[src/i2c_sensor_master_top_defines.svh]
// Assertion macros shared by the sensor master RTL.
// No dependencies; taken in by the top level with `include.
`ifndef I2C_SENSOR_MASTER_TOP_DEFINES_SVH
`define I2C_SENSOR_MASTER_TOP_DEFINES_SVH

// Same-cycle implication, disabled during reset
`define ISM_ASSERT_IMPLY(name, clk, rst, ante, cons) \
   name: assert property (@(posedge clk) disable iff (rst) (ante) |-> (cons)) \
      else $error("ism assertion failed: same-cycle implication");

// Next-cycle implication, disabled during reset
`define ISM_ASSERT_NEXT(name, clk, rst, ante, cons) \
   name: assert property (@(posedge clk) disable iff (rst) (ante) |=> (cons)) \
      else $error("ism assertion failed: next-cycle implication");

`endif

[src/ism_pkg.sv]
// Types and constants of the sensor master.
// No dependencies; used by the sequencer, the top level and the testbench.
package ism_pkg;

   typedef enum logic [1:0] {
      FUNC_TICK  = 2'd0,
      FUNC_WRITE = 2'd1,
      FUNC_READ  = 2'd2,
      FUNC_AXES  = 2'd3
   } func_type;

   localparam logic [1:0] STATUS_OK       = 2'd0;
   localparam logic [1:0] STATUS_NACK     = 2'd1;
   localparam logic [1:0] STATUS_BUS_BUSY = 2'd2;

   localparam logic CSR_DEVICE_WRITE_BYTE    = 1'b0;
   localparam logic CSR_BURST_START_REGISTER = 1'b1;

   localparam logic [7:0] DEVICE_WRITE_BYTE_RESET    = 8'h3c;
   localparam logic [7:0] BURST_START_REGISTER_RESET = 8'h03;
   localparam logic [7:0] READ_BIT                   = 8'h01;

   localparam int unsigned BURST_BYTES = 6;

   typedef struct packed {
      logic [1:0] func;
      logic [7:0] reg_addr;
      logic [7:0] wr_data;
      logic       sda_in;
   } req_type;

   typedef struct packed {
      logic [7:0] device_write_byte;
      logic [7:0] burst_start_register;
   } cfg_type;

   typedef struct packed {
      logic              scl_out;
      logic              sda_out;
      logic              busy_res;
      logic              done_res;
      logic [1:0]        status;
      logic [7:0]        read_data;
      logic signed [15:0] axis_x;
      logic signed [15:0] axis_y;
      logic signed [15:0] axis_z;
   } result_type;

endpackage

[src/ism_req_if.sv]
// Tick request channel: valid/ready plus command and sampled SDA.
// Depends on nothing.
interface ism_req_if;
   logic       valid;
   logic       ready;
   logic [1:0] func;
   logic [7:0] reg_addr;
   logic [7:0] wr_data;
   logic       sda_in;

   modport source (output valid, output func, output reg_addr, output wr_data,
                   output sda_in, input ready);
   modport sink   (input valid, input func, input reg_addr, input wr_data,
                   input sda_in, output ready);
endinterface

[src/ism_rsp_if.sv]
// Result channel: valid/ready plus bus drive, status and read data.
// Depends on nothing.
interface ism_rsp_if;
   logic               valid;
   logic               ready;
   logic               scl_out;
   logic               sda_out;
   logic               busy_res;
   logic               done_res;
   logic [1:0]         status;
   logic [7:0]         read_data;
   logic signed [15:0] axis_x;
   logic signed [15:0] axis_y;
   logic signed [15:0] axis_z;

   modport source (output valid, output scl_out, output sda_out, output busy_res,
                   output done_res, output status, output read_data, output axis_x,
                   output axis_y, output axis_z, input ready);
   modport sink   (input valid, input scl_out, input sda_out, input busy_res,
                   input done_res, input status, input read_data, input axis_x,
                   input axis_y, input axis_z, output ready);
endinterface

[src/ism_csr_if.sv]
// Register write channel: valid/ready, register index and write data.
// Depends on nothing.
interface ism_csr_if;
   logic       valid;
   logic       ready;
   logic       index;
   logic [7:0] data;

   modport source (output valid, output index, output data, input ready);
   modport sink   (input valid, input index, input data, output ready);
endinterface

[src/ism_seq.sv]
// Bus sequencer: one phase of the start/byte/ack/stop sequence per tick.
// Depends on ism_pkg.
module ism_seq (
   input  logic               clock,
   input  logic               reset,
   input  logic               tick,
   input  ism_pkg::req_type    req,
   input  ism_pkg::cfg_type    cfg,
   output ism_pkg::result_type result
);

   typedef enum logic [3:0] {
      S_IDLE, S_START, S_DEV, S_ACK1, S_REG, S_ACK2, S_DATA, S_ACK3,
      S_RSTART, S_DEVR, S_ACK4, S_RX, S_ACKOUT, S_STOP
   } step_type;

   typedef struct packed {
      logic [7:0] wr_data;
      logic [7:0] reg_addr;
      logic [1:0] func;
   } cmd_type;

   step_type   step_ff,  step_in;
   logic [1:0] phase_ff, phase_in;
   logic [3:0] bitc_ff,  bitc_in;
   logic [2:0] bytec_ff, bytec_in;
   logic [7:0] shift_ff, shift_in;
   cmd_type    cmd_ff,   cmd_in;
   logic [1:0] stat_ff,  stat_in;
   logic [7:0] burst_ff [ism_pkg::BURST_BYTES];
   logic [7:0] burst_in [ism_pkg::BURST_BYTES];
   logic [7:0] lastrd_ff, lastrd_in;
   logic       sda_ff,   sda_in;
   logic       scl, busy, done;

   // Byte loaded into the shifter on entry to a step
   function automatic logic [7:0] load_shift(step_type step, logic [7:0] cur,
                                             cmd_type cmd, ism_pkg::cfg_type c);
      logic [7:0] v;
      v = cur;
      case (step)
         S_DEV:   v = c.device_write_byte;
         S_DEVR:  v = c.device_write_byte | ism_pkg::READ_BIT;
         S_REG:   v = (cmd.func == ism_pkg::FUNC_AXES) ? c.burst_start_register
                                                       : cmd.reg_addr;
         S_DATA:  v = cmd.wr_data;
         S_RX:    v = 8'h00;
         default: v = cur;
      endcase
      return v;
   endfunction

   always_comb begin
      logic       adv, more, is_out, is_rx, is_ackout, stop;
      logic [3:0] len;
      step_in   = step_ff;
      phase_in  = phase_ff;
      bitc_in   = bitc_ff;
      bytec_in  = bytec_ff;
      shift_in  = shift_ff;
      cmd_in    = cmd_ff;
      stat_in   = stat_ff;
      burst_in  = burst_ff;
      lastrd_in = lastrd_ff;
      sda_in    = sda_ff;
      scl       = 1'b1;
      busy      = 1'b0;
      done      = 1'b0;
      adv       = 1'b0;

      // Take a command only while idle; the command tick opens the start
      if (step_ff == S_IDLE && req.func != ism_pkg::FUNC_TICK) begin
         cmd_in   = '{wr_data: req.wr_data, reg_addr: req.reg_addr, func: req.func};
         stat_in  = ism_pkg::STATUS_OK;
         bytec_in = 3'd0;
         step_in  = S_START;
         phase_in = 2'd0;
         bitc_in  = 4'd0;
      end

      more      = (cmd_in.func == ism_pkg::FUNC_AXES) && (bytec_in < 3'd5);
      stop      = (step_in == S_STOP);
      is_out    = (step_in == S_DEV) || (step_in == S_REG) || (step_in == S_DATA) ||
                  (step_in == S_DEVR);
      is_rx     = (step_in == S_RX);
      is_ackout = (step_in == S_ACKOUT);
      len       = (is_out || is_rx) ? 4'd8 : 4'd1;

      if (step_in == S_IDLE) begin
         sda_in = 1'b1;
      end else if (step_in == S_START || step_in == S_RSTART || stop) begin
         busy = 1'b1;
         case (phase_in)
            2'd0: scl = 1'b0;
            2'd1: begin
               scl    = 1'b0;
               sda_in = !stop;
            end
            2'd2: begin
               scl = 1'b1;
               if (!stop) begin
                  sda_in = 1'b1;
                  if (!req.sda_in) stat_in = ism_pkg::STATUS_BUS_BUSY;
               end
            end
            default: begin
               scl    = 1'b1;
               sda_in = stop;
               done   = stop;
            end
         endcase
         if (phase_in == 2'd3) adv = 1'b1;
         else phase_in = phase_in + 2'd1;
      end else begin
         busy = 1'b1;
         if (phase_in == 2'd0) begin
            scl      = 1'b0;
            phase_in = 2'd1;
         end else if (phase_in == 2'd1) begin
            scl = 1'b0;
            if (is_out)         sda_in = shift_in[7];
            else if (is_ackout) sda_in = !more;
            else                sda_in = 1'b1;
            phase_in = 2'd2;
         end else begin
            scl = 1'b1;
            if (is_out) shift_in = {shift_in[6:0], 1'b0};
            else if (is_rx) shift_in = {shift_in[6:0], req.sda_in};
            else if (!is_ackout && req.sda_in && stat_in != ism_pkg::STATUS_BUS_BUSY)
               stat_in = ism_pkg::STATUS_NACK;
            bitc_in = bitc_in + 4'd1;
            if (bitc_in >= len) adv = 1'b1;
            else phase_in = 2'd0;
         end
      end

      if (adv) begin
         unique case (step_in)
            S_START:  step_in = S_DEV;
            S_DEV:    step_in = S_ACK1;
            S_ACK1:   step_in = S_REG;
            S_REG:    step_in = S_ACK2;
            S_ACK2:   step_in = (cmd_in.func == ism_pkg::FUNC_WRITE) ? S_DATA : S_RSTART;
            S_DATA:   step_in = S_ACK3;
            S_ACK3:   step_in = S_STOP;
            S_RSTART: step_in = S_DEVR;
            S_DEVR:   step_in = S_ACK4;
            S_ACK4:   step_in = S_RX;
            S_RX: begin
               if (cmd_in.func == ism_pkg::FUNC_AXES) begin
                  if (bytec_in < 3'(ism_pkg::BURST_BYTES)) burst_in[bytec_in] = shift_in;
               end else begin
                  lastrd_in = shift_in;
               end
               step_in = S_ACKOUT;
            end
            S_ACKOUT: begin
               if (more) begin
                  bytec_in = bytec_in + 3'd1;
                  step_in  = S_RX;
               end else begin
                  step_in = S_STOP;
               end
            end
            default:  step_in = S_IDLE;
         endcase
         phase_in = 2'd0;
         bitc_in  = 4'd0;
         shift_in = load_shift(step_in, shift_in, cmd_in, cfg);
      end
   end

   always_ff @(posedge clock) begin
      if (reset) begin
         step_ff   <= S_IDLE;
         phase_ff  <= 2'd0;
         bitc_ff   <= 4'd0;
         bytec_ff  <= 3'd0;
         shift_ff  <= 8'h00;
         cmd_ff    <= '0;
         stat_ff   <= ism_pkg::STATUS_OK;
         burst_ff  <= '{default: 8'h00};
         lastrd_ff <= 8'h00;
         sda_ff    <= 1'b1;
      end else if (tick) begin
         step_ff   <= step_in;
         phase_ff  <= phase_in;
         bitc_ff   <= bitc_in;
         bytec_ff  <= bytec_in;
         shift_ff  <= shift_in;
         cmd_ff    <= cmd_in;
         stat_ff   <= stat_in;
         burst_ff  <= burst_in;
         lastrd_ff <= lastrd_in;
         sda_ff    <= sda_in;
      end
   end

   always_comb begin
      result.scl_out   = scl;
      result.sda_out   = sda_in;
      result.busy_res  = busy;
      result.done_res  = done;
      result.status    = stat_in;
      result.read_data = lastrd_in;
      result.axis_x    = {burst_in[0], burst_in[1]};
      result.axis_y    = {burst_in[2], burst_in[3]};
      result.axis_z    = {burst_in[4], burst_in[5]};
   end

endmodule

[src/i2c_sensor_master_top.sv]
// Sensor bus master, top level: register file, sequencer and result register.
// Depends on ism_pkg, the three channel interfaces, ism_seq and the defines header.
//
// Usage: each word on req_if is one bus tick. It carries the SDA level sampled
// on that tick and, while no sequence runs, a command in func (0 tick only,
// 1 register write, 2 register read, 3 three-axis burst read). Each tick gives
// exactly one word on rsp_if with the SCL/SDA drive for that tick, busy, a done
// pulse on the last tick of the stop, the status and the latest read data/axes.
// csr_if writes the device address byte (index 0) and the burst start register
// (index 1); it is always ready and should be used while no sequence runs.
// Throughput: one tick per cycle while the receiver takes each result word; the
// sequencer handles a whole tick combinationally and the result word sits in a single output register.
// A new tick is taken while the result register is empty or being drained, so
// a stalled receiver holds the result word and back-pressures req_if.
// Reset clears the sequencer to idle, both lines released, status ok, read
// data and axes zero, and loads the default register values.
`include "i2c_sensor_master_top_defines.svh"

module i2c_sensor_master_top (
   input logic        clock,
   input logic        reset,
   ism_req_if.sink    req_if,
   ism_rsp_if.source  rsp_if,
   ism_csr_if.sink    csr_if
);

   ism_pkg::cfg_type    cfg_ff;
   ism_pkg::req_type    req;
   ism_pkg::result_type result;
   ism_pkg::result_type rsp_data_ff;
   logic                rsp_valid_ff;
   logic                tick;
   logic                rsp_done;
   logic                rsp_idle;
   logic                rsp_released;

   assign csr_if.ready = 1'b1;

   always_ff @(posedge clock) begin
      if (reset) begin
         cfg_ff.device_write_byte    <= ism_pkg::DEVICE_WRITE_BYTE_RESET;
         cfg_ff.burst_start_register <= ism_pkg::BURST_START_REGISTER_RESET;
      end else if (csr_if.valid) begin
         unique case (csr_if.index)
            ism_pkg::CSR_DEVICE_WRITE_BYTE:    cfg_ff.device_write_byte    <= csr_if.data;
            ism_pkg::CSR_BURST_START_REGISTER: cfg_ff.burst_start_register <= csr_if.data;
            default: ;
         endcase
      end
   end

   assign req_if.ready = !rsp_valid_ff || rsp_if.ready;
   assign tick         = req_if.valid && req_if.ready;
   assign req          = '{func: req_if.func, reg_addr: req_if.reg_addr,
                           wr_data: req_if.wr_data, sda_in: req_if.sda_in};

   ism_seq u_seq (
      .clock  (clock),
      .reset  (reset),
      .tick   (tick),
      .req    (req),
      .cfg    (cfg_ff),
      .result (result)
   );

   // Hold the word until taken; refill on the same edge it drains
   always_ff @(posedge clock) begin
      if (reset) begin
         rsp_valid_ff <= 1'b0;
      end else if (tick) begin
         rsp_valid_ff <= 1'b1;
      end else if (rsp_if.ready) begin
         rsp_valid_ff <= 1'b0;
      end
   end

   always_ff @(posedge clock) begin
      if (tick) rsp_data_ff <= result;
   end

   assign rsp_if.valid     = rsp_valid_ff;
   assign rsp_if.scl_out   = rsp_data_ff.scl_out;
   assign rsp_if.sda_out   = rsp_data_ff.sda_out;
   assign rsp_if.busy_res  = rsp_data_ff.busy_res;
   assign rsp_if.done_res  = rsp_data_ff.done_res;
   assign rsp_if.status    = rsp_data_ff.status;
   assign rsp_if.read_data = rsp_data_ff.read_data;
   assign rsp_if.axis_x    = rsp_data_ff.axis_x;
   assign rsp_if.axis_y    = rsp_data_ff.axis_y;
   assign rsp_if.axis_z    = rsp_data_ff.axis_z;

   assign rsp_done     = rsp_valid_ff && rsp_data_ff.done_res;
   assign rsp_idle     = rsp_valid_ff && !rsp_data_ff.busy_res;
   assign rsp_released = rsp_data_ff.scl_out && rsp_data_ff.sda_out;

   `ISM_ASSERT_NEXT(a_tick_fills_result, clock, reset, tick, rsp_valid_ff)
   `ISM_ASSERT_IMPLY(a_done_releases_bus, clock, reset, rsp_done, rsp_released && rsp_data_ff.busy_res)
   `ISM_ASSERT_IMPLY(a_idle_releases_bus, clock, reset, rsp_idle, rsp_released && !rsp_data_ff.done_res)

endmodule

[src/flat_wrapper.sv]
// flat-port wrapper written by rule: the top's interface ports become plain ports
module i2c_sensor_master_top_flat 
  (clock, reset, req_if_valid, req_if_func, req_if_reg_addr, req_if_wr_data, req_if_sda_in, req_if_ready, rsp_if_valid, rsp_if_scl_out, rsp_if_sda_out, rsp_if_busy_res, rsp_if_done_res, rsp_if_status, rsp_if_read_data, rsp_if_axis_x, rsp_if_axis_y, rsp_if_axis_z, rsp_if_ready, csr_if_valid, csr_if_index, csr_if_data, csr_if_ready);
  ism_req_if req_if_i ();
  ism_rsp_if rsp_if_i ();
  ism_csr_if csr_if_i ();
  input logic clock;
  input logic reset;
  input wire logic [$bits(req_if_i.valid)-1:0] req_if_valid;
  input wire logic [$bits(req_if_i.func)-1:0] req_if_func;
  input wire logic [$bits(req_if_i.reg_addr)-1:0] req_if_reg_addr;
  input wire logic [$bits(req_if_i.wr_data)-1:0] req_if_wr_data;
  input wire logic [$bits(req_if_i.sda_in)-1:0] req_if_sda_in;
  output wire logic [$bits(req_if_i.ready)-1:0] req_if_ready;
  output wire logic [$bits(rsp_if_i.valid)-1:0] rsp_if_valid;
  output wire logic [$bits(rsp_if_i.scl_out)-1:0] rsp_if_scl_out;
  output wire logic [$bits(rsp_if_i.sda_out)-1:0] rsp_if_sda_out;
  output wire logic [$bits(rsp_if_i.busy_res)-1:0] rsp_if_busy_res;
  output wire logic [$bits(rsp_if_i.done_res)-1:0] rsp_if_done_res;
  output wire logic [$bits(rsp_if_i.status)-1:0] rsp_if_status;
  output wire logic [$bits(rsp_if_i.read_data)-1:0] rsp_if_read_data;
  output wire logic [$bits(rsp_if_i.axis_x)-1:0] rsp_if_axis_x;
  output wire logic [$bits(rsp_if_i.axis_y)-1:0] rsp_if_axis_y;
  output wire logic [$bits(rsp_if_i.axis_z)-1:0] rsp_if_axis_z;
  input wire logic [$bits(rsp_if_i.ready)-1:0] rsp_if_ready;
  input wire logic [$bits(csr_if_i.valid)-1:0] csr_if_valid;
  input wire logic [$bits(csr_if_i.index)-1:0] csr_if_index;
  input wire logic [$bits(csr_if_i.data)-1:0] csr_if_data;
  output wire logic [$bits(csr_if_i.ready)-1:0] csr_if_ready;
  assign req_if_i.valid = req_if_valid;
  assign req_if_i.func = req_if_func;
  assign req_if_i.reg_addr = req_if_reg_addr;
  assign req_if_i.wr_data = req_if_wr_data;
  assign req_if_i.sda_in = req_if_sda_in;
  assign req_if_ready = req_if_i.ready;
  assign rsp_if_valid = rsp_if_i.valid;
  assign rsp_if_scl_out = rsp_if_i.scl_out;
  assign rsp_if_sda_out = rsp_if_i.sda_out;
  assign rsp_if_busy_res = rsp_if_i.busy_res;
  assign rsp_if_done_res = rsp_if_i.done_res;
  assign rsp_if_status = rsp_if_i.status;
  assign rsp_if_read_data = rsp_if_i.read_data;
  assign rsp_if_axis_x = rsp_if_i.axis_x;
  assign rsp_if_axis_y = rsp_if_i.axis_y;
  assign rsp_if_axis_z = rsp_if_i.axis_z;
  assign rsp_if_i.ready = rsp_if_ready;
  assign csr_if_i.valid = csr_if_valid;
  assign csr_if_i.index = csr_if_index;
  assign csr_if_i.data = csr_if_data;
  assign csr_if_ready = csr_if_i.ready;
  i2c_sensor_master_top u_core (.clock(clock), .reset(reset), .req_if(req_if_i), .rsp_if(rsp_if_i), .csr_if(csr_if_i));
endmodule
[config.mk]
export PLATFORM = sky130hd
export DESIGN_NAME = i2c_sensor_master_top_flat
export DESIGN_NICKNAME = d
export VERILOG_FILES = /design/src/ism_pkg.sv /design/src/ism_req_if.sv /design/src/ism_rsp_if.sv /design/src/ism_csr_if.sv /design/src/ism_seq.sv /design/src/i2c_sensor_master_top.sv /design/src/flat_wrapper.sv
export VERILOG_INCLUDE_DIRS = /design/src /design/src/src
export SDC_FILE = /design/constraint.sdc
export NUM_CORES = 1
export LEC_CHECK = 0
export ABC_AREA = 1
export BUFFER_PORTS_ARGS = -buffer_cell sky130_fd_sc_hd__buf_4
export CORE_MARGIN = 5
export CORE_UTILIZATION = 40
export CTS_CLUSTER_DIAMETER = 50
export DETAILED_ROUTE_END_ITERATION = 10
export SYNTH_ARGS = -nofsm -noshare
export SYNTH_HDL_FRONTEND = slang
export SYNTH_HIERARCHICAL = 1
export SYNTH_SLANG_ARGS = --single-unit
[constraint.sdc]
create_clock -name clock -period 15.42 [get_ports clock]
set_clock_uncertainty 0.05 [all_clocks]
set_input_delay 2.313 -clock clock [delete_from_list [all_inputs] [get_ports clock]]
set_output_delay 2.313 -clock clock [all_outputs]
set_load 0.1 [all_outputs]
==> results.yml <==
route:
  num_vias: 7294
  viasPerCell: 4.93
  route.detailed.wl_per_inst_um: 14.0
  drcViolationCount: 0
  drtAntennaViolNets: 0
  dr.pass1.iters: 6
  drt_iter0_drc: 464
  routed_wl_mm: 20.7
setup_path:
  crit_start: "rsp_if_ready"
  worst_r2r_endpoint: "u_core/u_seq/bytec_ff[0]$_SDFFE_PP0P_"
  crit_required_ns: 15.74
  end_kind: "flop"
  r2r_start: "u_core/rsp_if.valid$_SDFFE_PP0P_"
  path_max_fanout: 89
  critical_path_class: "in -> reg"
  arrival_ns: 5.60
  rr_worst_depth: 9
  start_kind: "input pin"
  endpoint: "u_core/u_seq/bytec_ff[0]$_SDFFE_PP0P_"
  reg2reg_slack_ns: 11.78
cts:
  clkLatencyLatePin_ns: 0.44
  numCtsBuffers: 17
  hold_buffers: 0
  cts.clk_slew.worst_paths_ns: 0.07
  cts.path.max_buffers: 2
  clockRootBuffer: "clkbuf_16"
  cts_num_sinks: 177
  ctsResizeCount: 0
  cts_tree: "yes"
  post_cts_buffers: 0
  htreeDepth: 4
global_route:
  grtUsageTotal_pct: 16.8
  grt_pass1_vias: 6554
  antenna_found_initial: 0
  grt_overflow: 0
  grt_pass1_wl_mm: 32.9
  grt_max_degree: 92
die:
  row_count: 53
  ioPinCount: 98
  die_area_um2: 24600
  initial_core_util_pct: 40.8
  die_h_um: 157
  core_area_um2: 21200
  die_x_um: 157
placement:
  port_buffers: 96
  dp_slack_ns: 9.70
  dp_hpwl_mm: 14.3
  gp_congestion: 0.898
power_and_ir_drop:
  max-vdd-ir-drop_uv: 76.7
  leakagePower_nw: 4.82
  p_per_area_nw_per_um2: 119
sta:
  slew_violations: 0
  tightest_slew_ns: 0.945
  layout_setup_ws_ns: 10.14
  finalCritPeriodShare_pct: 34.2
  rsz0062_at_grt: "no"
  setup_viol: 0
  finalSetupTns_ns: 0
  final_hold_viol_count: 0
  slew_headroom_pct: 37.0
  holdWs_ns: 0.403
  fin_crit_ns: 5.28
  fmax_ghz: 0.189
layout:
  layout_common_cells: "nand2_1 (239), inv_1 (156), dfxtp_1 (115), nor2_1 (106), o21ai_0 (103)"
  area_growth_syn_to_layout_pct: 16.2
  nets: 1226
  final_common_cell: "nand2_1"
  antenna_cells: 0
  drive_gt1_share_pct: 16.3
yosys:
  ys_warn_count: 6
  ys_seq_area_share_pct: 48.3
  synthesis.nets: 1161
  avgSynthCellArea_um2: 7.66
  syn_area_um2: 8630
  synthCells: 1126
  ys_ff_latch: 177
  synth_cell_types: 41
job:
  maxCapViolations: 0
min_path:
  min_path_type: "reg -> reg"
run_status:
  outcome: "complete, no violations"
[state kept, by name, summed over array words and instances (netlist names), 8 cells and up]
signal                   count
u_core/cfg_ff               16
u_core/rsp_if.axis_x        16
u_core/rsp_if.axis_y        16
u_core/rsp_if.axis_z        16
u_core/rsp_if.read_data      8
u_core/u_seq/burst_ff       48
u_core/u_seq/cmd_ff         18
u_core/u_seq/lastrd_ff       8
u_core/u_seq/shift_ff        8
[worst max-delay path: stages]
cell and delay (ns):
buf_4 0.08, inv_1 0.06, a21oi_4 0.11, buf_4 0.73, inv_1 0.32, buf_4 0.36
nor2_2 0.56, clkinv_1 0.59, nand2_1 0.21, o21ai_0 0.11, a21oi_1 0.13
[power breakdown]
| group | total (W) | switching [W] | internal [W] |
|---|---|---|---|
| registers | 0.000534 | 0.0000150 | 0.000519 |
| logic | 0.000230 | 0.000175 | 0.0000544 |
| clock network | 0.000430 | 0.000197 | 0.000233 |
[logic make-up after synthesis]
kind of cell	synth area share [%]
buffers and inverters	10.9
xor gates and xnor gates	0.203
other	0.0435
and+or+nand+nor	24.7
DFF	48.3
AOI/OAI and AO/OA	15.6
adders and majority gates	0.290
[through the flow]
step | cell area [um^2] | util, % | power, W | cells
floorplan | 8630 | - | 0.000726 | 1126
detailed placement | 9430 | 44.6 | 0.000775 | 1447
CTS | 10000 | 47.4 | 0.00121 | 1479
finish | 10000 | 47.4 | 0.00119 | 1479
global route | 10000 | 47.4 | 0.00124 | 1479
global placement | 9430 | 44.6 | 0.000772 | 1447
[cell usage after synthesis, drive strengths merged]
library cell	number	area share [%]
a21oi	80	4.8
inv	164	7.1
nor2	113	5.4
nor3	10	0.71
a211oi	1	0.087
o211ai	13	1.1
ha	2	0.29
nand3	68	4.2
o21ai	142	8.9
conb	1	0.043
clkbuf	28	1.2
o41ai	1	0.10
xnor2	1	0.10
nand2	263	12
clkinv	4	0.23
buf	27	2.3
edfxtp	62	22
xor2	1	0.10
a22o	1	0.10
o2111ai	4	0.41
and3	1	0.073
nand4	21	1.5
dfxtp	115	27
nor4	3	0.29
[worst min-delay path by stage]
stage / from / end / slack, ns / depth (start not counted)
floorplan: u_core/cfg_ff[10]$_SDFFE_PP1P_ / u_core/cfg_ff[10]$_SDFFE_PP1P_ / 0.38 / 2
CTS: u_core/u_seq/cmd_ff[11]$_SDFFE_PP0P_ / u_core/u_seq/cmd_ff[11]$_SDFFE_PP0P_ / 0.40 / 2
global route: u_core/u_seq/cmd_ff[17]$_SDFFE_PP0P_ / u_core/u_seq/cmd_ff[17]$_SDFFE_PP0P_ / 0.42 / 2
detailed placement: u_core/u_seq/cmd_ff[11]$_SDFFE_PP0P_ / u_core/u_seq/cmd_ff[11]$_SDFFE_PP0P_ / 0.39 / 2
global placement: u_core/u_seq/cmd_ff[11]$_SDFFE_PP0P_ / u_core/u_seq/cmd_ff[11]$_SDFFE_PP0P_ / 0.39 / 2
finish: u_core/u_seq/cmd_ff[14]$_SDFFE_PP0P_ / u_core/u_seq/cmd_ff[14]$_SDFFE_PP0P_ / 0.40 / 2
[area by class of cell]
class | count | area, um^2
sequential | 177 | 4160
multi-input combinational | 726 | 3530
clock inverter | 13 | 143
inverter | 168 | 636
fill | 2091 | 11100
clock buffer | 19 | 443
timing repair buffer | 101 | 758
tap | 275 | 344
[metal layers]
layer	vias to the layer above	part of all wire, %	track usage, %
li1	3803	-	-
met1	3296	48	22.7
met2	167	45	26.5
met3	28	5.0	4.12
met4	0	1.7	5.45
met5	-	0	0
No activity file was read; power rests on OpenSTA's default activity.
